--- src/hw/rtl/odo_pkg.sv ---
// ----------------------------------------------------------------------------
// odo_pkg
// shared types, constants and the cordic arctangent table for the odometry unit
// ----------------------------------------------------------------------------
package odo_pkg;

  localparam int unsigned CordicStepsDefault = 24;

  // configuration reset values
  localparam logic [31:0] MptReset  = 32'd966899;
  localparam logic [30:0] TptdReset = 31'd1719395;

  // configuration port
  localparam int unsigned CfgIdxW  = 2;
  localparam int unsigned CfgDataW = 32;

  typedef enum logic [CfgIdxW-1:0] {
    CFG_METERS_PER_TICK = 2'd0,
    CFG_TURN_PER_TICK   = 2'd1
  } cfg_idx_e;

  // cordic datapath, signed q30 with headroom
  localparam int unsigned CordW = 34;
  localparam logic signed [CordW-1:0] CordicGain = 34'sd652032874;
  localparam logic signed [CordW-1:0] Q30One     = 34'sd1073741824;

  // queue between front and back
  localparam int unsigned QueueDepth = 2;
  localparam int unsigned QueuePtrW  = $clog2(QueueDepth);

  // atan(2^-i) as binary angle, 2^32 per turn
  function automatic logic [31:0] atan_lut(input logic [4:0] idx);
    logic [31:0] val;
    begin
      case (idx)
        5'd0:    val = 32'd536870912;
        5'd1:    val = 32'd316933406;
        5'd2:    val = 32'd167458907;
        5'd3:    val = 32'd85004756;
        5'd4:    val = 32'd42667331;
        5'd5:    val = 32'd21354465;
        5'd6:    val = 32'd10679838;
        5'd7:    val = 32'd5340245;
        5'd8:    val = 32'd2670163;
        5'd9:    val = 32'd1335087;
        5'd10:   val = 32'd667544;
        5'd11:   val = 32'd333772;
        5'd12:   val = 32'd166886;
        5'd13:   val = 32'd83443;
        5'd14:   val = 32'd41722;
        5'd15:   val = 32'd20861;
        5'd16:   val = 32'd10430;
        5'd17:   val = 32'd5215;
        5'd18:   val = 32'd2608;
        5'd19:   val = 32'd1304;
        5'd20:   val = 32'd652;
        5'd21:   val = 32'd326;
        5'd22:   val = 32'd163;
        5'd23:   val = 32'd81;
        5'd24:   val = 32'd41;
        5'd25:   val = 32'd20;
        5'd26:   val = 32'd10;
        5'd27:   val = 32'd5;
        5'd28:   val = 32'd3;
        5'd29:   val = 32'd1;
        5'd30:   val = 32'd1;
        default: val = 32'd0;
      endcase
      return val;
    end
  endfunction

  // classified item handed from front to back
  typedef struct packed {
    logic signed [32:0] tick_sum;   // left delta plus right delta
    logic [31:0]        tick_diff;  // right delta minus left delta, mod 2^32
  } odo_item_t;

  // cordic result bundle
  typedef struct packed {
    logic               done;
    logic signed [31:0] cos_val;
    logic signed [31:0] sin_val;
  } odo_trig_t;

  typedef enum logic [3:0] {
    ST_IDLE,
    ST_HEAD,
    ST_DIST,
    ST_ROT,
    ST_MLO,
    ST_MHI,
    ST_STEP,
    ST_ACC,
    ST_DONE
  } odo_state_e;

endpackage

--- src/hw/rtl/odo_cordic.sv ---
// ----------------------------------------------------------------------------
// odo_cordic
// iterative rotation-mode cordic, one micro-rotation per cycle
// ----------------------------------------------------------------------------
module odo_cordic import odo_pkg::*; #(
  parameter int unsigned CORDIC_STEPS = CordicStepsDefault
) (
  input  logic        clk_i,
  input  logic        rst_ni,
  input  logic        start_i,
  input  logic [31:0] angle_i,
  output odo_trig_t   trig_o
);

  localparam int unsigned IdxW = $clog2(CORDIC_STEPS);
  localparam logic [IdxW-1:0] LastIdx = IdxW'(CORDIC_STEPS - 1);

  logic signed [CordW-1:0] x_q, y_q, z_q;
  logic signed [CordW-1:0] dx, dy, at, x_n, y_n, z_n, xf, yf;
  logic [IdxW-1:0]         idx_q;
  logic                    busy_q, fin_q, done_q, flip_q;
  logic signed [31:0]      cos_q, sin_q;
  logic                    flip_st;
  logic [31:0]             ang_st;

  function automatic logic signed [31:0] clamp_unit(input logic signed [CordW-1:0] v);
    logic signed [CordW-1:0] r;
    begin
      if (v > Q30One) begin
        r = Q30One;
      end else if (v < -Q30One) begin
        r = -Q30One;
      end else begin
        r = v;
      end
      return r[31:0];
    end
  endfunction

  // angles beyond +-pi/2 rotate by pi first, result negated at the end
  assign flip_st = angle_i[31] ^ angle_i[30];
  assign ang_st  = {angle_i[31] ^ flip_st, angle_i[30:0]};

  assign dx = y_q >>> idx_q;
  assign dy = x_q >>> idx_q;
  assign at = CordW'(atan_lut(5'(idx_q)));

  always_comb begin
    if (!z_q[CordW-1]) begin
      x_n = x_q - dx;
      y_n = y_q + dy;
      z_n = z_q - at;
    end else begin
      x_n = x_q + dx;
      y_n = y_q - dy;
      z_n = z_q + at;
    end
  end

  assign xf = flip_q ? -x_q : x_q;
  assign yf = flip_q ? -y_q : y_q;

  always_ff @(posedge clk_i) begin
    if (start_i) begin
      x_q    <= CordicGain;
      y_q    <= '0;
      z_q    <= {{(CordW-32){ang_st[31]}}, ang_st};
      flip_q <= flip_st;
    end else if (busy_q) begin
      x_q <= x_n;
      y_q <= y_n;
      z_q <= z_n;
    end
    if (fin_q) begin
      cos_q <= clamp_unit(xf);
      sin_q <= clamp_unit(yf);
    end
  end

  always_ff @(posedge clk_i or negedge rst_ni) begin
    if (!rst_ni) begin
      busy_q <= 1'b0;
      fin_q  <= 1'b0;
      done_q <= 1'b0;
      idx_q  <= '0;
    end else begin
      done_q <= fin_q;
      fin_q  <= 1'b0;
      if (start_i) begin
        busy_q <= 1'b1;
        idx_q  <= '0;
      end else if (busy_q) begin
        if (idx_q == LastIdx) begin
          busy_q <= 1'b0;
          fin_q  <= 1'b1;
        end else begin
          idx_q <= idx_q + 1'b1;
        end
      end
    end
  end

  assign trig_o.done    = done_q;
  assign trig_o.cos_val = cos_q;
  assign trig_o.sin_val = sin_q;

  a_done_idle: assert property (@(posedge clk_i) disable iff (!rst_ni)
    done_q |-> !busy_q && !fin_q) else $error("cordic done while still rotating");

endmodule

--- config.mk ---
export PLATFORM = sky130hd
export DESIGN_NAME = odo_cordic
export DESIGN_NICKNAME = d
export VERILOG_FILES = /design/src/hw/rtl/odo_pkg.sv /design/src/hw/rtl/odo_cordic.sv
export SDC_FILE = /design/constraint.sdc
export NUM_CORES = 1
export LEC_CHECK = 0
export ABC_AREA = 1
export BUFFER_PORTS_ARGS = -buffer_cell sky130_fd_sc_hd__buf_2
export CORE_UTILIZATION = 42
export DETAILED_ROUTE_END_ITERATION = 6
export PLACE_DENSITY = 0.55
export RECOVER_POWER = 25
export SKIP_LAST_GASP = 1
export SYNTH_ARGS = -nofsm -noshare
export SYNTH_HDL_FRONTEND = slang
export SYNTH_SLANG_ARGS = --single-unit
export TNS_END_PERCENT = 30
--- constraint.sdc ---
create_clock -name clk_i -period 5.8 [get_ports clk_i]
set_input_delay 1.16 -clock clk_i [delete_from_list [all_inputs] [get_ports clk_i]]
set_output_delay 1.16 -clock clk_i [all_outputs]
set_load 0.005 [all_outputs]
==> impl_metrics.tcl <==
set metrics [dict create \
    tightest_slew_ns 3.29 \
    setup_ws_ns 0.367 \
    finalWirelength_mm 73.2 \
    first_pass_iters 6 \
    slew_headroom_pct -119 \
    fp.dieH_um 223 \
    gp_congestion 0.959 \
    first_global_vias 20100 \
    grt.overflow.total 0 \
    ys_seq_elements 175 \
    setup-violations-final 0 \
    crit_slowest_cell "dfrtp_2" \
    drc 0 \
    worstPathMaxFanout 25 \
    final_net_count 3487 \
    grt_usage_pct 29.5 \
    cp_slowest_stage_delay_ns 0.64 \
    critical_path_class "reg2reg" \
    dp_hpwl_mm 58.6 \
    crit_path_end_kind "flop" \
    n_antenna_cell 0 \
    cts_buffer_depth 2 \
    fmax_mhz 184 \
    fillers 5181 \
    hold_path.class "reg2reg" \
    dp_slack_ns 0.231 \
    clock-sinks 175 \
    ys_seq_area_share_pct 22.2 \
    core_area_um2 47800 \
    syn_to_final_growth_pct 7.42 \
    syn-cell-area_um2 20400 \
    synth_enable_flop_cells 99 \
    die_x_um 223 \
    drive_gt1_share_pct 8.64 \
    grt_antenna_before_repair 1 \
    cts_made_buffers 17 \
    dpl_cell_area_um2 21300 \
    syn_nets 3461 \
    path_clk_slew_ns 0.08 \
    finalHoldViolations 0 \
    yosys.area.top_type "nand2_1" \
    arrival_ns 5.88 \
    period_minus_slack_ns 5.43 \
    ys_types 62 \
    cts_root_buffer "clkbuf_16" \
    viasPerCell 5.49 \
    ys_warn_count 0 \
    critPathRequiredTime_ns 6.24 \
    cap_violations 1 \
    async_reset_ff_share_pct 4.57 \
    wl_per_cell_um 18.5 \
    synth.area.top_cells "nand2_1 17%, edfxtp_1 15%, nand3_1 11%" \
    tritoncts "done" \
    hold_slack_ns 0.610 \
    syn_area_per_cell_um2 6.18 \
    maxSlewViolCount 66 \
    synth.top_cell.area_share_pct 16.6 \
    postCtsHoldBufs 0 \
    dieArea_um2 49500 \
    violations "max-capacitance violations, max-slew violations" \
    grt_start_max_net_pins 75 \
    outcome "finished with violations" \
    clock_latency_ns 0.50 \
    totalNegativeSetupSlack_ns 0 \
    rows 80 \
    drt_iter0_markers 1775 \
    cts-htree-levels 4 \
    portBuffers 99 \
    initial_core_util_pct 42.7 \
    postCtsSetupRepairBufs 0 \
    grt_first_pass_wirelength_mm 114 \
    start_kind "flop" \
    ios 100 \
    num_vias 21700 \
    stdcell_area_um2 21900 \
    syn-instance-count 3307 \
    path_common_cell "nor2_1" \
    skew_ns 0.0186 \
    rsz0062_at_grt "true" \
    ys.flop_type "edfxtp_1" \
    min_period_over_period_pct 93.7 \
    ant_nets 0 \
]
-- layer usage --
metal	vias up	track usage, %	wire length (um)
met5	-	0	0
met3	95	4.13	4010
met4	0	8.48	1640
li1	11000	-	-
met1	10000	40.0	34000
met2	672	48.5	33500
-- cells by family (layout without fill, tap and decap cells) --
family | count (synthesis) | count (layout) | share of synthesized area, %
buf+inv | 509 | 548 | 10.4
xor+xnor | 183 | 183 | 8.03
compound gates | 477 | 477 | 13.2
simple gates | 1844 | 1844 | 38.7
flops | 175 | 175 | 22.2
fa+ha+maj | 119 | 119 | 7.40
-- cells in the final DEF (no fill, tap or decap), types with 5 or more instances in the layout --
master / count
nand2_1: 905
nand3_1: 429
inv_1: 349
nor2_1: 343
a21oi_1: 187
o21ai_0: 132
xor2_1: 128
ha_1: 116
edfxtp_1: 99
buf_2: 94
dfxtp_1: 68
xnor2_1: 50
or2_2: 37
nand4_1: 35
buf_4: 34
a31oi_1: 32
o21ai_1: 29
nor3_1: 26
inv_2: 23
nor2_2: 23
clkbuf_16: 17
nor4_1: 14
o22ai_1: 13
o211ai_1: 12
o21a_1: 11
a21o_1: 10
nand2_2: 9
o31ai_1: 8
clkbuf_1: 7
nor2_4: 6
nand3b_1: 6
a21boi_0: 6
xor2_2: 5
o221ai_1: 5
-- cell type report --
cell class	count	area, um^2	share of cell area, %
timing repair buffer	141	862	3.93
multi-input combinational	2623	13800	62.7
sequential	175	4540	20.7
clock buffer	18	429	1.96
tap	615	769	3.51
inverter	375	1420	6.45
clock inverter	14	163	0.741
-- worst paths after layout --
| check | startpoint | endpoint | slack (ns) | depth (start not counted) |
|---|---|---|---|---|
| worst max-delay path | idx_q[2]$_DFFE_PN0P_ | y_q[33]$_SDFFE_PP0P_ | 0.37 | 33 |
| worst min-delay path | x_q[4]$_SDFFE_PP0P_ | x_q[4]$_SDFFE_PP0P_ | 0.61 | 2 |
| worst max register to register | idx_q[2]$_DFFE_PN0P_ | y_q[33]$_SDFFE_PP0P_ | 0.37 | 33 |
| worst min register to register | x_q[4]$_SDFFE_PP0P_ | x_q[4]$_SDFFE_PP0P_ | 0.61 | 2 |
| max in group asynchronous | rst_ni | idx_q[0]$_DFFE_PN0P_ | 4.50 | 1 |
| min in group asynchronous | rst_ni | done_q$_DFF_PN0_ | 0.73 | 1 |
-- state kept, by name, indices dropped and copies added, names as in the netlist --
name    cells
cos_q      32
flip_q      1
sin_q      32
y_q        34
busy_q      1
fin_q       1
idx_q       5
x_q        34
done_q      1
z_q        34
-- Yosys cell counts (all sizes together), types with 5 or more instances --
library cell,number
dfxtp,68
xor2,133
nor3,29
a21oi,189
ha,116
o21ai,163
nand3,431
dfrtp,8
o221ai,5
a31oi,33
inv,373
or2,38
o22ai,13
edfxtp,99
o31ai,9
a21boi,7
o311ai,7
nor4,14
buf,85
nand3b,6
nand4,36
nor2,372
o21a,11
clkbuf,49
a21o,10
xnor2,50
nand2,914
o211ai,12
-- stage by stage --
step	cells	utilization, %
after floorplan	3307	-
final	3961	45.9
after detailed placement	3929	44.6
after global placement	3929	44.6
after global routing	3961	45.9
after CTS	3961	45.8
-- worst max-delay path: cells and delay by family, from the launching register on --
family,cells,cell delay [ns]
AO/OA/AOI/OAI,5,1.15
XOR/XNOR,1,0.19
adder cells (fa/ha/maj),2,0.44
buffers and inverters,7,0.85
flip-flops,1,0.64
AND/OR/NAND/NOR,18,2.10
-- repair_timing --
item                                   in CTS  in global routing
setup endpoints to repair                   0                 12
endpoints found under the hold margin       0                  0
resized for setup                           0                  6
Power is not shown: default switching activity piles up to over one toggle a cycle in this logic, so the estimate is an artifact.
