--- src/hw/rtl/odo_pkg.sv ---
// ----------------------------------------------------------------------------
// odo_pkg
// shared types, constants and the cordic arctangent table for the odometry unit
// ----------------------------------------------------------------------------
package odo_pkg;

  localparam int unsigned CordicStepsDefault = 24;

  // configuration reset values
  localparam logic [31:0] MptReset  = 32'd966899;
  localparam logic [30:0] TptdReset = 31'd1719395;

  // configuration port
  localparam int unsigned CfgIdxW  = 2;
  localparam int unsigned CfgDataW = 32;

  typedef enum logic [CfgIdxW-1:0] {
    CFG_METERS_PER_TICK = 2'd0,
    CFG_TURN_PER_TICK   = 2'd1
  } cfg_idx_e;

  // cordic datapath, signed q30 with headroom
  localparam int unsigned CordW = 34;
  localparam logic signed [CordW-1:0] CordicGain = 34'sd652032874;
  localparam logic signed [CordW-1:0] Q30One     = 34'sd1073741824;

  // queue between front and back
  localparam int unsigned QueueDepth = 2;
  localparam int unsigned QueuePtrW  = $clog2(QueueDepth);

  // atan(2^-i) as binary angle, 2^32 per turn
  function automatic logic [31:0] atan_lut(input logic [4:0] idx);
    logic [31:0] val;
    begin
      case (idx)
        5'd0:    val = 32'd536870912;
        5'd1:    val = 32'd316933406;
        5'd2:    val = 32'd167458907;
        5'd3:    val = 32'd85004756;
        5'd4:    val = 32'd42667331;
        5'd5:    val = 32'd21354465;
        5'd6:    val = 32'd10679838;
        5'd7:    val = 32'd5340245;
        5'd8:    val = 32'd2670163;
        5'd9:    val = 32'd1335087;
        5'd10:   val = 32'd667544;
        5'd11:   val = 32'd333772;
        5'd12:   val = 32'd166886;
        5'd13:   val = 32'd83443;
        5'd14:   val = 32'd41722;
        5'd15:   val = 32'd20861;
        5'd16:   val = 32'd10430;
        5'd17:   val = 32'd5215;
        5'd18:   val = 32'd2608;
        5'd19:   val = 32'd1304;
        5'd20:   val = 32'd652;
        5'd21:   val = 32'd326;
        5'd22:   val = 32'd163;
        5'd23:   val = 32'd81;
        5'd24:   val = 32'd41;
        5'd25:   val = 32'd20;
        5'd26:   val = 32'd10;
        5'd27:   val = 32'd5;
        5'd28:   val = 32'd3;
        5'd29:   val = 32'd1;
        5'd30:   val = 32'd1;
        default: val = 32'd0;
      endcase
      return val;
    end
  endfunction

  // classified item handed from front to back
  typedef struct packed {
    logic signed [32:0] tick_sum;   // left delta plus right delta
    logic [31:0]        tick_diff;  // right delta minus left delta, mod 2^32
  } odo_item_t;

  // cordic result bundle
  typedef struct packed {
    logic               done;
    logic signed [31:0] cos_val;
    logic signed [31:0] sin_val;
  } odo_trig_t;

  typedef enum logic [3:0] {
    ST_IDLE,
    ST_HEAD,
    ST_DIST,
    ST_ROT,
    ST_MLO,
    ST_MHI,
    ST_STEP,
    ST_ACC,
    ST_DONE
  } odo_state_e;

endpackage

--- src/hw/rtl/odo_out_if.sv ---
// ----------------------------------------------------------------------------
// odo_out_if
// pose channel: valid/ready with x, y position and heading
// ----------------------------------------------------------------------------
interface odo_out_if;
  logic               valid;
  logic               ready;
  logic signed [47:0] pos_x;
  logic signed [47:0] pos_y;
  logic signed [31:0] heading;

  modport source (output valid, pos_x, pos_y, heading, input ready);
  modport sink   (input valid, pos_x, pos_y, heading, output ready);
endinterface

--- src/hw/rtl/odo_back.sv ---
// ----------------------------------------------------------------------------
// odo_back
// sequencer: heading and distance products, cordic, axis steps, saturation
// ----------------------------------------------------------------------------
module odo_back import odo_pkg::*; (
  input  logic        clk_i,
  input  logic        rst_ni,
  input  odo_item_t   q_item_i,
  input  logic        q_empty_i,
  output logic        q_pop_o,
  input  logic [31:0] mpt_i,
  input  logic [30:0] tptd_i,
  input  odo_trig_t   trig_i,
  output logic        cordic_start_o,
  output logic [31:0] cordic_angle_o,
  odo_out_if.source   out_o
);

  odo_state_e state_q, state_d;

  logic [31:0]        diff_q, heading_q, out_heading_q;
  logic [32:0]        mag_q;
  logic               neg_q, axis_q;
  logic [63:0]        prod_q, dist_q, lo_q, step_r;
  logic [30:0]        cmag_q, smag_q, tmag;
  logic               cneg_q, sneg_q, tneg;
  logic [48:0]        step_mag_q;
  logic               step_neg_q;
  logic signed [47:0] acc_x_q, acc_y_q, out_x_q, out_y_q, acc_new;
  logic signed [49:0] acc_ext, step_ext, acc_sum;
  logic               out_valid_q, out_load;
  logic               mul_en;
  logic [31:0]        mul_a, mul_b;
  logic signed [32:0] item_sum;
  logic [63:0]        dist_sum;

  // next state
  always_comb begin
    state_d = state_q;
    unique case (state_q)
      ST_IDLE: if (!q_empty_i) state_d = ST_HEAD;
      ST_HEAD: state_d = ST_DIST;
      ST_DIST: state_d = ST_ROT;
      ST_ROT:  if (trig_i.done) state_d = ST_MLO;
      ST_MLO:  state_d = ST_MHI;
      ST_MHI:  state_d = ST_STEP;
      ST_STEP: state_d = ST_ACC;
      ST_ACC:  state_d = axis_q ? ST_DONE : ST_MLO;
      ST_DONE: if (!out_valid_q || out_o.ready) state_d = ST_IDLE;
      default: state_d = ST_IDLE;
    endcase
  end

  assign tmag = axis_q ? smag_q : cmag_q;
  assign tneg = axis_q ? sneg_q : cneg_q;

  // outputs and shared multiplier operands
  always_comb begin
    q_pop_o        = 1'b0;
    cordic_start_o = 1'b0;
    out_load       = 1'b0;
    mul_en         = 1'b0;
    mul_a          = '0;
    mul_b          = '0;
    unique case (state_q)
      ST_IDLE: q_pop_o = !q_empty_i;
      ST_HEAD: begin
        mul_en = 1'b1;
        mul_a  = diff_q;
        mul_b  = {1'b0, tptd_i};
      end
      ST_DIST: begin
        mul_en         = 1'b1;
        mul_a          = mag_q[31:0];
        mul_b          = mpt_i;
        cordic_start_o = 1'b1;
      end
      ST_MLO: begin
        mul_en = 1'b1;
        mul_a  = dist_q[31:0];
        mul_b  = {1'b0, tmag};
      end
      ST_MHI: begin
        mul_en = 1'b1;
        mul_a  = dist_q[63:32];
        mul_b  = {1'b0, tmag};
      end
      ST_DONE: out_load = !out_valid_q || out_o.ready;
      default: ;
    endcase
  end

  assign cordic_angle_o = heading_q + prod_q[31:0];
  assign item_sum       = q_item_i.tick_sum;

  // full magnitude 2^32 only shows up with a zero low word
  assign dist_sum = prod_q + (mag_q[32] ? {mpt_i, 32'd0} : 64'd0);

  // axis step magnitude before clamping
  assign step_r = {prod_q[61:0], 2'b00} + {30'd0, lo_q[63:30]};

  // accumulate with saturation at the 48-bit limits
  assign acc_ext  = axis_q ? {{2{acc_y_q[47]}}, acc_y_q} : {{2{acc_x_q[47]}}, acc_x_q};
  assign step_ext = step_neg_q ? -{1'b0, step_mag_q} : {1'b0, step_mag_q};
  assign acc_sum  = acc_ext + step_ext;

  always_comb begin
    if (acc_sum[49:47] == 3'b000 || acc_sum[49:47] == 3'b111) begin
      acc_new = acc_sum[47:0];
    end else if (acc_sum[49]) begin
      acc_new = {1'b1, 47'd0};
    end else begin
      acc_new = {1'b0, {47{1'b1}}};
    end
  end

  // datapath without reset
  always_ff @(posedge clk_i) begin
    if (mul_en) begin
      prod_q <= mul_a * mul_b;
    end
    unique case (state_q)
      ST_IDLE: begin
        diff_q <= q_item_i.tick_diff;
        neg_q  <= item_sum[32];
        mag_q  <= item_sum[32] ? 33'(-item_sum) : 33'(item_sum);
      end
      ST_ROT: begin
        dist_q <= dist_sum >> 1;
        if (trig_i.done) begin
          cneg_q <= trig_i.cos_val[31];
          cmag_q <= trig_i.cos_val[31] ? 31'(-trig_i.cos_val) : trig_i.cos_val[30:0];
          sneg_q <= trig_i.sin_val[31];
          smag_q <= trig_i.sin_val[31] ? 31'(-trig_i.sin_val) : trig_i.sin_val[30:0];
        end
      end
      ST_MHI: lo_q <= prod_q;
      ST_STEP: begin
        step_neg_q <= neg_q ^ tneg;
        if (|step_r[63:49] || (step_r[48] && |step_r[47:0])) begin
          step_mag_q <= {1'b1, 48'd0};
        end else begin
          step_mag_q <= step_r[48:0];
        end
      end
      default: ;
    endcase
    if (out_load) begin
      out_x_q       <= acc_x_q;
      out_y_q       <= acc_y_q;
      out_heading_q <= heading_q;
    end
  end

  // control and architectural state
  always_ff @(posedge clk_i or negedge rst_ni) begin
    if (!rst_ni) begin
      state_q     <= ST_IDLE;
      heading_q   <= '0;
      acc_x_q     <= '0;
      acc_y_q     <= '0;
      axis_q      <= 1'b0;
      out_valid_q <= 1'b0;
    end else begin
      state_q <= state_d;
      if (state_q == ST_DIST) begin
        heading_q <= heading_q + prod_q[31:0];
      end
      if (state_q == ST_ROT) begin
        axis_q <= 1'b0;
      end
      if (state_q == ST_ACC) begin
        if (axis_q) begin
          acc_y_q <= acc_new;
        end else begin
          acc_x_q <= acc_new;
          axis_q  <= 1'b1;
        end
      end
      if (out_load) begin
        out_valid_q <= 1'b1;
      end else if (out_o.ready) begin
        out_valid_q <= 1'b0;
      end
    end
  end

  assign out_o.valid   = out_valid_q;
  assign out_o.pos_x   = out_x_q;
  assign out_o.pos_y   = out_y_q;
  assign out_o.heading = out_heading_q;

  a_out_from_done: assert property (@(posedge clk_i) disable iff (!rst_ni)
    $rose(out_valid_q) |-> $past(state_q == ST_DONE)) else $error("result without done state");
  a_trig_in_rot: assert property (@(posedge clk_i) disable iff (!rst_ni)
    trig_i.done |-> state_q == ST_ROT) else $error("cordic result outside rotate state");

endmodule

--- src/flat_wrapper.sv ---
// flat-port wrapper written by rule: the top's interface ports become plain ports
module odo_back_flat import odo_pkg::*;
  (clk_i, rst_ni, q_item_i, q_empty_i, q_pop_o, mpt_i, tptd_i, trig_i, cordic_start_o, cordic_angle_o, out_o_valid, out_o_pos_x, out_o_pos_y, out_o_heading, out_o_ready);
  odo_out_if out_o_i ();
  input  logic clk_i;
  input  logic rst_ni;
  input  odo_item_t q_item_i;
  input  logic q_empty_i;
  output logic q_pop_o;
  input  logic [31:0] mpt_i;
  input  logic [30:0] tptd_i;
  input  odo_trig_t trig_i;
  output logic cordic_start_o;
  output logic [31:0] cordic_angle_o;
  output wire logic [$bits(out_o_i.valid)-1:0] out_o_valid;
  output wire logic [$bits(out_o_i.pos_x)-1:0] out_o_pos_x;
  output wire logic [$bits(out_o_i.pos_y)-1:0] out_o_pos_y;
  output wire logic [$bits(out_o_i.heading)-1:0] out_o_heading;
  input wire logic [$bits(out_o_i.ready)-1:0] out_o_ready;
  assign out_o_valid = out_o_i.valid;
  assign out_o_pos_x = out_o_i.pos_x;
  assign out_o_pos_y = out_o_i.pos_y;
  assign out_o_heading = out_o_i.heading;
  assign out_o_i.ready = out_o_ready;
  odo_back u_core (.clk_i(clk_i), .rst_ni(rst_ni), .q_item_i(q_item_i), .q_empty_i(q_empty_i), .q_pop_o(q_pop_o), .mpt_i(mpt_i), .tptd_i(tptd_i), .trig_i(trig_i), .cordic_start_o(cordic_start_o), .cordic_angle_o(cordic_angle_o), .out_o(out_o_i));
endmodule
--- config.mk ---
export PLATFORM = sky130hd
export DESIGN_NAME = odo_back_flat
export DESIGN_NICKNAME = d
export VERILOG_FILES = /design/src/hw/rtl/odo_pkg.sv /design/src/hw/rtl/odo_out_if.sv /design/src/hw/rtl/odo_back.sv /design/src/flat_wrapper.sv
export SDC_FILE = /design/constraint.sdc
export NUM_CORES = 2
export LEC_CHECK = 0
export ABC_AREA = 1
export BUFFER_PORTS_ARGS = -buffer_cell sky130_fd_sc_hd__buf_2
export CAP_MARGIN = 20
export CORE_AREA = 2 2 347 349
export DETAILED_ROUTE_END_ITERATION = 7
export DIE_AREA = 0 0 349 351
export PLACE_DENSITY_LB_ADDON = 0.3
export SLEW_MARGIN = 20
export SYNTH_ARGS = -nofsm -noshare
export SYNTH_HDL_FRONTEND = slang
export SYNTH_SLANG_ARGS = --single-unit
--- constraint.sdc ---
create_clock -name clk_i -period 7.2 [get_ports clk_i]
set_input_delay 0.36 -clock clk_i [delete_from_list [all_inputs] [get_ports clk_i]]
set_output_delay 0.36 -clock clk_i [all_outputs]
set_load 0.03 [all_outputs]
==> impl_metrics.toml <==
[floorplan]
io_pins = 360
die_area_um2 = 122000
rows = 127
start_util_pct = 57.6
core_um2 = 119000
die_w_um = 349
fp.dieH_um = 351

[run]
max-cap-violations = 0

[global_route]
grt_overflow = 0
antenna_found_initial = 18
gr-usage-all-layers_pct = 41.8
grt_pass1_vias = 62900
grt_max_degree = 129
grt_first_pass_wirelength_um = 378000

[timing]
fin_crit_ns = 7.99
grt_setup_unrepaired = "yes"
setup_viol = 48
slew-limit-headroom_pct = 24.9
fin_crit_sh_pct = 111
worst_pin_slew_ns = 1.13
skew_ns = 0.0547
fmax_mhz = 125
timing.final.ws_setup_ns = -0.789
hold_viol = 0
report.final.slew_viol_count = 0

[worst_setup_path]
cp.required_ns = 7.60
crit_top_cell = "fa_1"
crit_type = "reg2reg"
cp.arrival_ns = 8.39
cpPeakStageDelay_ns = 0.61
startpoint_type = "flop"
endpoint_kind = "flop"
crit_path_top_delay_cell = "fa_2"
worst-path-max-fanout = 7

[final_layout]
multiInputGateArea_um2 = 46800
num-nets-final = 10800
design_area_um2 = 84700
fill_cells = 9204
final_layout_size_suffix_gt1_share_pct = 20.2
syn_to_final_growth_pct = 23.7
regArea_um2 = 17400

[clock_tree]
clock_latency_ns = 0.68
root_buffer = "clkbuf_16"
cts_sinks = 603
clkTransAtPathRegs_ns = 0.06
cts_tree = "built"
htreeDepth = 3
cts_made_buffers = 69
cts_buffer_depth = 3

[placed_design]
io_buffer_count = 359
hpwl_um = 208000
gp_congestion = 1.12
dp_slack_ns = -1.04
place_area_um2 = 78500

[status]
failed_checks = "setup timing"
status = "finished with violations"

[detailed_routing]
drc = 0
drt-initial-drc-count = 6266
drtPass1Iterations = 6
ant_nets = 0
wire_per_inst_um = 23.4
routed_wirelength_um = 256000
via_per_inst = 5.71
vias = 62400

[synth]
synth.distinct_cells = 61
ys.flop_type = "edfxtp_1"
synth-edff-count = 469
synth-seq-cells = 603
syn_avg_cell_area_um2 = 8.29
syn_nets = 9767
syn_area_um2 = 68500
synthArstFlopShare_pct = 22.2
netlist_instances = 8260
ys_seq_area_share_pct = 25.5
ys_warn_count = 0

[worst_hold_path]
hold_class = "in2reg"
==> sequential cells by signal, summed over array words and instances, names as in the netlist, 33 cells and up <==
signal              cells
u_core.acc_x_q         48
u_core.acc_y_q         48
u_core.dist_q          63
u_core.lo_q            34
u_core.mag_q           33
u_core.out_o.pos_x     48
u_core.out_o.pos_y     48
u_core.prod_q          64
u_core.step_mag_q      49
==> layout by cell type (no fill, tap or decap), types with 19 or more instances in the layout <==
cell type and count:
nand2_1 1964, inv_1 1453, nor2_1 1009, fa_1 840, buf_4 660, edfxtp_1 469
ha_1 363, buf_2 358, a21oi_1 231, xor2_1 190, nand3_1 160, o21ai_0 138
dfrtp_1 131, buf_12 116, xnor2_1 113, nor2_2 103, clkbuf_16 71, nor3_1 68
nor2_4 64, fa_2 60, nand4_1 57, inv_2 53, buf_6 49, a21oi_2 48
ha_4 46, dlygate4sd3_1 39, nand2_2 37, a21oi_4 27, nor4_1 25, a22o_1 23
o21bai_1 23, clkinv_1 22, o21a_1 21, o21ai_1 21, a31oi_1 21, diode_2 19
a32o_2 19, o31ai_4 19
==> cells by family after synthesis <==
group,share of synthesized area (%)
flip-flops,25.5
XOR/XNOR,3.90
buffers and inverters,9.94
AND/OR/NAND/NOR,20.8
adder cells (fa/ha/maj),33.8
AO/OA/AOI/OAI,6.15
==> per-layer routing <==
metal,GRT usage [%],vias to the layer above,share of wire [%]
met5,0.510,-,0.042
met4,27.4,6,8.7
met3,11.2,952,12
met2,65.9,3710,44
met1,50.8,30100,35
li1,-,27600,-
==> area by class of cell <==
cell class,instances,share of cell area (%)
Multi-Input combinational cell,5872,55.2
Sequential cell,603,20.6
Timing Repair Buffer,1236,12.2
Inverter,1538,6.92
Tap cell,1548,2.29
Clock buffer,85,2.16
Clock inverter,43,0.629
Antenna cell,19,0.0561
==> stage by stage <==
step / util (%) / setup TNS [ns] / cells / hold slack (ns)
final: 71.2 / -26.17 / 10900 / 0.0239
after global routing: 71.2 / -36.51 / 10900 / 0.0133
after CTS: 69.9 / -24.49 / 10900 / 0.00141
after detailed placement: 66.0 / -36.84 / 10700 / 0.414
after global placement: 66.0 / -35.04 / 10700 / 0.410
after floorplan: - / -0.966 / 8260 / 0.0644
==> cells in the mapped netlist (all sizes together), types with 4 or more instances <==
master,count,share of area (%)
inv,1515,8.3
or2,9,0.082
clkinv,23,0.13
fa,900,26
a21o,16,0.18
a21boi,8,0.088
dfrtp,134,4.9
xnor2,114,1.5
nand2,2007,11
nor4,28,0.26
nor2,1176,6.7
clkbuf,195,1.1
o31ai,36,0.39
o211ai,4,0.044
a22o,32,0.41
o21ai,178,1.3
a21oi,306,2.2
and2,5,0.046
xor2,191,2.4
a32o,32,0.47
buf,52,0.45
o21a,21,0.23
nand4,58,0.54
nand3,167,1.2
a221oi,6,0.077
ha,410,7.5
nor3,79,0.61
edfxtp,469,21
o21bai,25,0.28
a31oi,26,0.24
nand3b,16,0.18
==> repair_timing <==
| item | 4_1_cts | 5_1_grt |
|---|---|---|
| hold endpoints to repair | 109 | 0 |
| hold buffers | 39 | 0 |
| setup endpoints to repair | 52 | 52 |
| gates cloned | 4 | 2 |
| pin swaps | 70 | 134 |
| resized for setup | 299 | 321 |
| setup buffers | 56 | 30 |
==> worst paths after layout <==
| kind | cells past startpoint | startpoint | to | slack [ns] |
|---|---|---|---|---|
| max | 35 | u_core.state_q[2] | u_core.prod_q[61] | -0.79 |
| min | 2 | trig_i[61] | u_core.cmag_q[29] | 0.02 |
| max reg2reg | 35 | u_core.state_q[2] | u_core.prod_q[61] | -0.79 |
| min reg2reg | 0 | u_core.acc_y_q[23] | u_core.out_o.pos_y[23] | 0.47 |
| max in group asynchronous | 3 | rst_ni | u_core.acc_x_q[31] | 5.62 |
| min in group asynchronous | 2 | rst_ni | u_core.acc_y_q[6] | 0.26 |
==> worst max-delay path: cells and delay by family (launching register included) <==
kind,cells,cell delay (ns)
AO/OA/AOI/OAI,5,0.72
AND/OR/NAND/NOR,8,0.72
flip-flops,1,0.43
buffers and inverters,12,1.35
adder cells (fa/ha/maj),9,4.35
XOR/XNOR,1,0.15
Power is not shown: default switching activity piles up to over one toggle a cycle in this logic, so the estimate is an artifact.
