[src/hw/rtl/odo_pkg.sv]
// ----------------------------------------------------------------------------
// odo_pkg
// shared types, constants and the cordic arctangent table for the odometry unit
// ----------------------------------------------------------------------------
package odo_pkg;

  localparam int unsigned CordicStepsDefault = 24;

  // configuration reset values
  localparam logic [31:0] MptReset  = 32'd966899;
  localparam logic [30:0] TptdReset = 31'd1719395;

  // configuration port
  localparam int unsigned CfgIdxW  = 2;
  localparam int unsigned CfgDataW = 32;

  typedef enum logic [CfgIdxW-1:0] {
    CFG_METERS_PER_TICK = 2'd0,
    CFG_TURN_PER_TICK   = 2'd1
  } cfg_idx_e;

  // cordic datapath, signed q30 with headroom
  localparam int unsigned CordW = 34;
  localparam logic signed [CordW-1:0] CordicGain = 34'sd652032874;
  localparam logic signed [CordW-1:0] Q30One     = 34'sd1073741824;

  // queue between front and back
  localparam int unsigned QueueDepth = 2;
  localparam int unsigned QueuePtrW  = $clog2(QueueDepth);

  // atan(2^-i) as binary angle, 2^32 per turn
  function automatic logic [31:0] atan_lut(input logic [4:0] idx);
    logic [31:0] val;
    begin
      case (idx)
        5'd0:    val = 32'd536870912;
        5'd1:    val = 32'd316933406;
        5'd2:    val = 32'd167458907;
        5'd3:    val = 32'd85004756;
        5'd4:    val = 32'd42667331;
        5'd5:    val = 32'd21354465;
        5'd6:    val = 32'd10679838;
        5'd7:    val = 32'd5340245;
        5'd8:    val = 32'd2670163;
        5'd9:    val = 32'd1335087;
        5'd10:   val = 32'd667544;
        5'd11:   val = 32'd333772;
        5'd12:   val = 32'd166886;
        5'd13:   val = 32'd83443;
        5'd14:   val = 32'd41722;
        5'd15:   val = 32'd20861;
        5'd16:   val = 32'd10430;
        5'd17:   val = 32'd5215;
        5'd18:   val = 32'd2608;
        5'd19:   val = 32'd1304;
        5'd20:   val = 32'd652;
        5'd21:   val = 32'd326;
        5'd22:   val = 32'd163;
        5'd23:   val = 32'd81;
        5'd24:   val = 32'd41;
        5'd25:   val = 32'd20;
        5'd26:   val = 32'd10;
        5'd27:   val = 32'd5;
        5'd28:   val = 32'd3;
        5'd29:   val = 32'd1;
        5'd30:   val = 32'd1;
        default: val = 32'd0;
      endcase
      return val;
    end
  endfunction

  // classified item handed from front to back
  typedef struct packed {
    logic signed [32:0] tick_sum;   // left delta plus right delta
    logic [31:0]        tick_diff;  // right delta minus left delta, mod 2^32
  } odo_item_t;

  // cordic result bundle
  typedef struct packed {
    logic               done;
    logic signed [31:0] cos_val;
    logic signed [31:0] sin_val;
  } odo_trig_t;

  typedef enum logic [3:0] {
    ST_IDLE,
    ST_HEAD,
    ST_DIST,
    ST_ROT,
    ST_MLO,
    ST_MHI,
    ST_STEP,
    ST_ACC,
    ST_DONE
  } odo_state_e;

endpackage

[src/hw/rtl/odo_queue.sv]
// ----------------------------------------------------------------------------
// odo_queue
// short fifo between front and back so each side stalls on its own
// ----------------------------------------------------------------------------
module odo_queue import odo_pkg::*; (
  input  logic      clk_i,
  input  logic      rst_ni,
  input  logic      push_i,
  input  odo_item_t item_i,
  input  logic      pop_i,
  output odo_item_t item_o,
  output logic      full_o,
  output logic      empty_o
);

  odo_item_t             mem_q [QueueDepth];
  logic [QueuePtrW-1:0]  wr_q, rd_q;
  logic [QueuePtrW:0]    cnt_q;

  assign full_o  = (cnt_q == (QueuePtrW+1)'(QueueDepth));
  assign empty_o = (cnt_q == '0);
  assign item_o  = mem_q[rd_q];

  always_ff @(posedge clk_i) begin
    if (push_i) begin
      mem_q[wr_q] <= item_i;
    end
  end

  always_ff @(posedge clk_i or negedge rst_ni) begin
    if (!rst_ni) begin
      wr_q  <= '0;
      rd_q  <= '0;
      cnt_q <= '0;
    end else begin
      if (push_i) begin
        wr_q <= wr_q + 1'b1;
      end
      if (pop_i) begin
        rd_q <= rd_q + 1'b1;
      end
      if (push_i && !pop_i) begin
        cnt_q <= cnt_q + 1'b1;
      end else if (pop_i && !push_i) begin
        cnt_q <= cnt_q - 1'b1;
      end
    end
  end

  a_no_overflow: assert property (@(posedge clk_i) disable iff (!rst_ni)
    push_i |-> !full_o) else $error("queue push while full");
  a_no_underflow: assert property (@(posedge clk_i) disable iff (!rst_ni)
    pop_i |-> !empty_o) else $error("queue pop while empty");

endmodule

[config.mk]
export PLATFORM = sky130hd
export DESIGN_NAME = odo_queue
export DESIGN_NICKNAME = d
export VERILOG_FILES = /design/src/hw/rtl/odo_pkg.sv /design/src/hw/rtl/odo_queue.sv
export SDC_FILE = /design/constraint.sdc
export NUM_CORES = 1
export LEC_CHECK = 0
export BUFFER_PORTS_ARGS = -buffer_cell sky130_fd_sc_hd__buf_2
export CAP_MARGIN = 20
export CORE_MARGIN = 2
export CORE_UTILIZATION = 47
export CTS_CLUSTER_SIZE = 16
export DETAILED_ROUTE_END_ITERATION = 7
export HOLD_SLACK_MARGIN = 0.05
export PLACE_DENSITY = 0.78
export SKIP_LAST_GASP = 1
export SLEW_MARGIN = 20
export SYNTH_ARGS = -nofsm -noshare
export SYNTH_HDL_FRONTEND = slang
export SYNTH_SLANG_ARGS = --single-unit
[constraint.sdc]
create_clock -name clk_i -period 3.5 [get_ports clk_i]
set_input_delay 0.7 -clock clk_i [delete_from_list [all_inputs] [get_ports clk_i]]
set_output_delay 0.7 -clock clk_i [all_outputs]
set_load 0.02 [all_outputs]
==> results.json, run 1 <==
{
  "status": "completed",
  "fp-row-count": 37,
  "die-area_mm2": 0.0116,
  "gr-total-overflow": 0,
  "post_drt_wl_per_cell_um": 16.1,
  "finalSetupViolCount": 0,
  "multiInputGateArea_um2": 975,
  "hp-class": "input pin to flip-flop",
  "wl_um": 8330,
  "synthAdderAreaFrac": 0.00248,
  "min_period_over_period": 0.821,
  "finalWorstSetupSlack_ps": 628,
  "start_util": 0.486,
  "cts_buffers": 17,
  "syn-cell-area_mm2": 0.00504,
  "avgSynthCellArea_um2": 23.1,
  "yosys_warnings": 0,
  "grtUsageTotal": 0.152,
  "worstReg2RegEnd": "mem_q[1][21]$_DFFE_PP_",
  "worst_pin_slew_ps": 892,
  "clock_latency_ps": 510,
  "p_leak_uw": 0.00259,
  "synth_sequential_area_ratio": 0.795,
  "yosysTopAreaCell": "edfxtp_1",
  "fillers": 776,
  "synth.most_common_cell": "edfxtp_1",
  "powerDensity_mw_per_mm2": 886,
  "cts_num_sinks": 134,
  "synth.area.top_cells": "edfxtp_1, mux2_4, mux2_2, dfrtp_1, buf_6",
  "rsz0062_at_grt": "false",
  "cp.required_ps": 2800,
  "regArea_mm2": 0.00401,
  "yosys_register_bits": 134,
  "antenna_found_initial": 0,
  "slew_violations": 0,
  "tns_ps": 0,
  "cp-start-kind": "flip-flop",
  "grt_first_pass_wirelength_um": 12800,
  "finalCoreUtilization": 0.624,
  "drv_cap": 0,
  "pre_cts_ws_ps": 1090,
  "synth_common_cells": "edfxtp_1, mux2_4, mux2_2, buf_6",
  "grt_pass1_vias": 2638,
  "first_pass_iters": 4,
  "synth_top_family_by_area": "multiplexers",
  "hold_depth": 1,
  "ir_drop_uv": 521,
  "syn_to_final_growth_pct": 28.3,
  "io_buffers": 135,
  "place.gp.congestion": 0.680,
  "crit_path_max_fanout": 37,
  "fin_total_pwr_uw": 5730,
  "fmax_ghz": 0.348,
  "syn-num-nets": 288,
  "end_kind": "primary output",
  "ys_async_sr_fraction": 0.0299,
  "layout.nets": 438,
  "skew_ps": 6.36,
  "finalCriticalPeriod_ps": 2870,
  "die-height_um": 108,
  "rr_worst_depth": 1,
  "cts_tree": "yes",
  "drc": 0,
  "dp_hpwl_um": 5190,
  "avgViaCountPerCell": 4.82,
  "ff2ff_setup_slack_ps": 1900,
  "worst_hold_path.endpoint": "mem_q[0][63]$_DFFE_PP_",
  "yosys_most_used_dff": "edfxtp_1",
  "clkTransAtPathRegs_ps": 60,
  "synth_edf_count": 130,
  "vias": 2490,
  "path_class": "flip-flop to primary output",
  "hold_viol_final": 0,
  "synth_cell_types": 13,
  "cts_resized": 0,
  "grt_max_degree": 66,
  "hold_slack_ps": 376,
  "synth_top_area_frac": 0.775,
  "r2r-start": "wr_q$_DFFE_PN0P_",
  "syn_inst": 218,
  "chipWidth_um": 108,
  "h-tree-depth": 4,
  "cp.arrival_ps": 2170,
  "n_antenna_cell": 0,
  "drtIter0Drc": 101,
  "ios": 136,
  "clockRootBuffer": "clkbuf_8",
  "synth_xor_area_frac": 0.00869,
  "hold_start": "item_i[63]",
  "slew_headroom": 0.405,
  "core_area_mm2": 0.0104,
  "yosys.area_share.simple": 0.00521,
  "synth-compound-area-share": 0,
  "clockBufferDepth": 2,
  "ant_nets": 0,
  "drive_above_1_share": 0.604,
  "synthMuxAreaShare": 0.175
}
## per-stage QoR
stage                     cell area (um2)  instances
after floorplan                      5040        218
after global placement               5870        484
after detailed placement             5870        484
after CTS                            6470        517
after global routing                 6470        517
final                                6470        517
## per-layer routing
layer,global-route usage,part of all wire
met1,0.169,0.40
met2,0.250,0.51
met3,0.0678,0.082
met4,0.0696,0.010
met5,0,0
## report_power, final
group | internal (uW) | total (uW) | switching [uW]
combinational | 764 | 1660 | 898
clock | 1140 | 1740 | 600
sequential | 2140 | 2330 | 189
total | 4040 | 5730 | 1690
## how the worst max path moves through the flow
stage	slack, ps	start	endpoint
after detailed placement	1090	rd_q$_DFFE_PN0P_	item_o[45]
final	630	rd_q$_DFFE_PN0P_	item_o[45]
after floorplan	660	push_i	mem_q[0][0]$_DFFE_PP_
after CTS	530	rd_q$_DFFE_PN0P_	item_o[45]
after global routing	490	rd_q$_DFFE_PN0P_	item_o[45]
after global placement	1120	rd_q$_DFFE_PN0P_	item_o[62]
## state kept, by name, summed over array words and instances, names as in the netlist
register / flops
mem_q: 130
cnt_q: 2
rd_q: 1
wr_q: 1
## cells by family (layout without fill, tap and decap cells)
family	Yosys count	count (layout)
XOR/XNOR	5	5
buffers and inverters	8	171
flip-flops	134	134
adder cells (fa/ha/maj)	1	1
AND/OR/NAND/NOR	5	5
multiplexers	65	65
## worst max-delay path, stage by stage, from the launching register on
cell     delay (ps)
dfrtp_4         810
buf_12          310
mux2_2          370
buf_2           160
## final cells by class
type,instances,share of cell area
Clock buffer,20,0.0658
Clock inverter,12,0.0246
Inverter,1,0.000580
Multi-Input combinational cell,76,0.151
Sequential cell,134,0.620
Tap cell,136,0.0263
Timing Repair Buffer,138,0.112
## placed cells by master (no fill, tap or decap)
| cell | count |
|---|---|
| dlygate4sd3_1 | 1 |
| bufinv_16 | 4 |
| inv_1 | 1 |
| dfrtp_1 | 3 |
| clkbuf_1 | 3 |
| nor2b_1 | 1 |
| mux2_2 | 25 |
| nor2b_4 | 1 |
| ha_1 | 1 |
| xnor2_1 | 1 |
| nor2_1 | 2 |
| clkinv_4 | 1 |
| clkinv_1 | 4 |
| buf_2 | 135 |
| clkbuf_16 | 16 |
| clkbuf_8 | 1 |
| clkinv_2 | 3 |
| xor2_1 | 4 |
| buf_12 | 2 |
| edfxtp_1 | 130 |
| mux2_4 | 40 |
| dfrtp_4 | 1 |
| and2_4 | 1 |
## repair_timing
item / CTS / global route
hold buffers: 1 / 0
hold endpoints to repair: 4 / 0
buffers inserted: 0 / 0
(Power assumes the default switching activity.)
==> run 2: changes to the inputs <==
--- a/config.mk
+++ b/config.mk
@@ -5,14 +5,15 @@
 export SDC_FILE = /design/constraint.sdc
 export NUM_CORES = 1
 export LEC_CHECK = 0
+export ABC_AREA = 1
 export BUFFER_PORTS_ARGS = -buffer_cell sky130_fd_sc_hd__buf_2
 export CAP_MARGIN = 20
 export CORE_MARGIN = 2
-export CORE_UTILIZATION = 47
+export CORE_UTILIZATION = 52
 export CTS_CLUSTER_SIZE = 16
 export DETAILED_ROUTE_END_ITERATION = 7
 export HOLD_SLACK_MARGIN = 0.05
-export PLACE_DENSITY = 0.78
+export PLACE_DENSITY = 0.81
 export SKIP_LAST_GASP = 1
 export SLEW_MARGIN = 20
 export SYNTH_ARGS = -nofsm -noshare
==> constraint.sdc (replaced) <==
create_clock -name clk_i -period 3 [get_ports clk_i]
set_input_delay 0.6 -clock clk_i [delete_from_list [all_inputs] [get_ports clk_i]]
set_output_delay 0.6 -clock clk_i [all_outputs]
set_load 0.02 [all_outputs]
==> run 2 against run 1 <==
Against the previous run: final cell count is 1.2% higher; clock power is 24% higher; global-route usage is 1.3 points higher; sequential power is 17% higher; largest power group unchanged; total power is 19% higher; utilization is 7.7 points higher; synthesized cell count is 4.1% higher; sequential cell count stayed put; critical path type unchanged; register-to-register slack worse by 530 ps; sequential share of layout area is 0.68 points lower; first-iteration DRC count is 15% lower.
==> results.json, run 2 <==
{
  "status": "completed",
  "yosys_register_bits": 134,
  "post_drt_wl_per_cell_um": 16.2,
  "finalSetupViolCount": 0,
  "die-area_mm2": 0.0105,
  "yosys.area_share.simple": 0.00816,
  "worstReg2RegEnd": "mem_q[1][0]$_DFFE_PP_",
  "hp-class": "input pin to flip-flop",
  "crit_family": "flip-flops",
  "final_cell_mix": "buf_2, edfxtp_1, mux2_4, mux2_2, clkbuf_16",
  "setup.worst_path.start": "rd_q$_DFFE_PN0P_",
  "fmax_ghz": 0.355,
  "ir_drop_uv": 684,
  "r2r-start": "wr_q$_DFFE_PN0P_",
  "path_class": "flip-flop to primary output",
  "cp_num_buf_inv": 2,
  "hold_slack_ps": 288,
  "top_register": "mem_q",
  "avgViaCountPerCell": 4.99,
  "end_kind": "primary output",
  "gr-total-overflow": 0,
  "p_leak_uw": 0.00264,
  "slew_violations": 0,
  "cp.arrival_ps": 2220,
  "core_area_mm2": 0.00933,
  "dp_hpwl_um": 5570,
  "slew_headroom": 0.553,
  "rr_worst_depth": 3,
  "synth_edf_count": 130,
  "first_pass_iters": 4,
  "grtUsageTotal": 0.164,
  "drtIter0Drc": 86,
  "grt_max_degree": 43,
  "cts_resized": 0,
  "wl_um": 8460,
  "synth_sequential_area_ratio": 0.791,
  "hold_start": "item_i[41]",
  "antenna_found_initial": 1,
  "cts_tree": "yes",
  "synth_xor_area_frac": 0.00519,
  "synth_common_cells": "edfxtp_1, mux2_4, mux2_2, inv_1",
  "crit_path_max_fanout": 42,
  "skew_ps": 4.38,
  "fp-row-count": 35,
  "synth_top_area_frac": 0.772,
  "multiInputGateArea_um2": 970,
  "yosysTopAreaCell": "edfxtp_1",
  "cts_buffers": 17,
  "hold_depth": 1,
  "syn_inst": 227,
  "clockRootBuffer": "clkbuf_8",
  "drv_cap": 0,
  "ff2ff_setup_slack_ps": 1370,
  "synth_cell_types": 14,
  "syn_to_final_growth_pct": 29.2,
  "combPwrFrac": 0.287,
  "post-cts-setup-buffer-count": 0,
  "clockBufferDepth": 2,
  "ys_async_sr_fraction": 0.0299,
  "cts_num_sinks": 134,
  "synthAdderAreaFrac": 0.00247,
  "power_frac_seq": 0.398,
  "drc": 0,
  "hold_viol_final": 0,
  "synth.most_common_cell": "edfxtp_1",
  "top_regs": "mem_q x130, cnt_q x2",
  "clockPowerShare": 0.314,
  "yosys_most_used_dff": "edfxtp_1",
  "fillers": 619,
  "finalNonFillerCells": 523,
  "grt_pass1_vias": 2609,
  "dp.cells": 491,
  "min_period_over_period": 0.939,
  "switchingPower_uw": 2010,
  "layout.cells.most_common": "buf_2",
  "synth.area.top_cells": "edfxtp_1, mux2_4, mux2_2, dfrtp_1, buf_6",
  "rsz0062_at_grt": "false",
  "chipWidth_um": 103,
  "largest_register_ff_count": 130,
  "h-tree-depth": 4,
  "powerDensity_mw_per_mm2": 1040,
  "worst_hold_path.endpoint": "mem_q[0][41]$_DFFE_PP_",
  "clkTransAtPathRegs_ps": 60,
  "crit_path_cell_trace": "buf_4, mux2_2, buf_2",
  "cp.required_ps": 2400,
  "hold_buffers": 1,
  "critical_path_depth": 3,
  "tns_ps": 0,
  "io_buffers": 135,
  "syn-cell-area_mm2": 0.00506,
  "synth_top_family_by_area": "multiplexers",
  "die-height_um": 103,
  "yosys_warnings": 0,
  "finalCriticalPeriod_ps": 2820,
  "syn-num-nets": 297,
  "regArea_mm2": 0.00401,
  "start_util": 0.542,
  "avgSynthCellArea_um2": 22.3,
  "synth-compound-area-share": 0,
  "intPower_uw": 4820,
  "max_stage_delay_ps": 870,
  "ios": 136,
  "worst_pin_slew_ps": 670,
  "place.gp.congestion": 0.690,
  "drive_above_1_share": 0.604,
  "synthMuxAreaShare": 0.174,
  "critPathSlowestCell": "dfrtp_4",
  "ant_nets": 0,
  "vias": 2611,
  "clock_latency_ps": 500,
  "grt_first_pass_wirelength_um": 12400,
  "finalCoreUtilization": 0.701,
  "fin_total_pwr_uw": 6830,
  "layout.nets": 452,
  "cp-start-kind": "flip-flop",
  "n_antenna_cell": 0,
  "swShare": 0.295
}
-- run 2: cell type report --
class	instances	area share
well taps	129	0.0247
multi-input cells	79	0.148
repair buffers	143	0.115
clock inverters	13	0.0312
inverters	7	0.00402
flip-flops and latches	134	0.613
clock buffers	18	0.0639
-- run 2: power groups by stage --
| stage | sequential (uW) | combinational (uW) | clock (uW) |
|---|---|---|---|
| after floorplan | 2610 | 1570 | 0 |
| after global routing | 2760 | 2090 | 2260 |
| after CTS | 2730 | 1990 | 2180 |
| after detailed placement | 2770 | 1990 | 0 |
| after global placement | 2740 | 1960 | 0 |
| final | 2720 | 1960 | 2150 |
-- run 2: through the flow --
| step | worst slack, ps | area, um2 |
|---|---|---|
| 5_1_grt | 59.9 | 6540 |
| 3_5_place_dp | 667 | 5910 |
| 4_1_cts | 127 | 6540 |
| 2_1_floorplan | 269 | 5060 |
| 3_3_place_gp | 688 | 5910 |
| 6_report | 184 | 6540 |
-- run 2: worst max-delay path by stage --
stage,end
6_report,item_o[52]
4_1_cts,item_o[52]
2_1_floorplan,mem_q[0][0]$_DFFE_PP_
3_3_place_gp,item_o[52]
5_1_grt,item_o[52]
3_5_place_dp,item_o[52]
-- run 2: worst register-to-register path, cell delays in order, from the launching register on --
cell     delay, ps
dfrtp_1        420
nand2_1         90
inv_2          440
buf_4          370
-- run 2: logic make-up after synthesis --
family / count (synthesis)
fa+ha+maj: 1
xor+xnor: 3
simple gates: 10
buf+inv: 14
mux: 65
flops: 134
-- run 2: routing by layer --
layer / track usage / vias up / wire length, um
li1: - / 1198 / -
met1: 0.189 / 1279 / 3490
met2: 0.274 / 113 / 4200
met3: 0.0637 / 19 / 580
met4: 0.0749 / 2 / 167
met5: 0 / - / 19
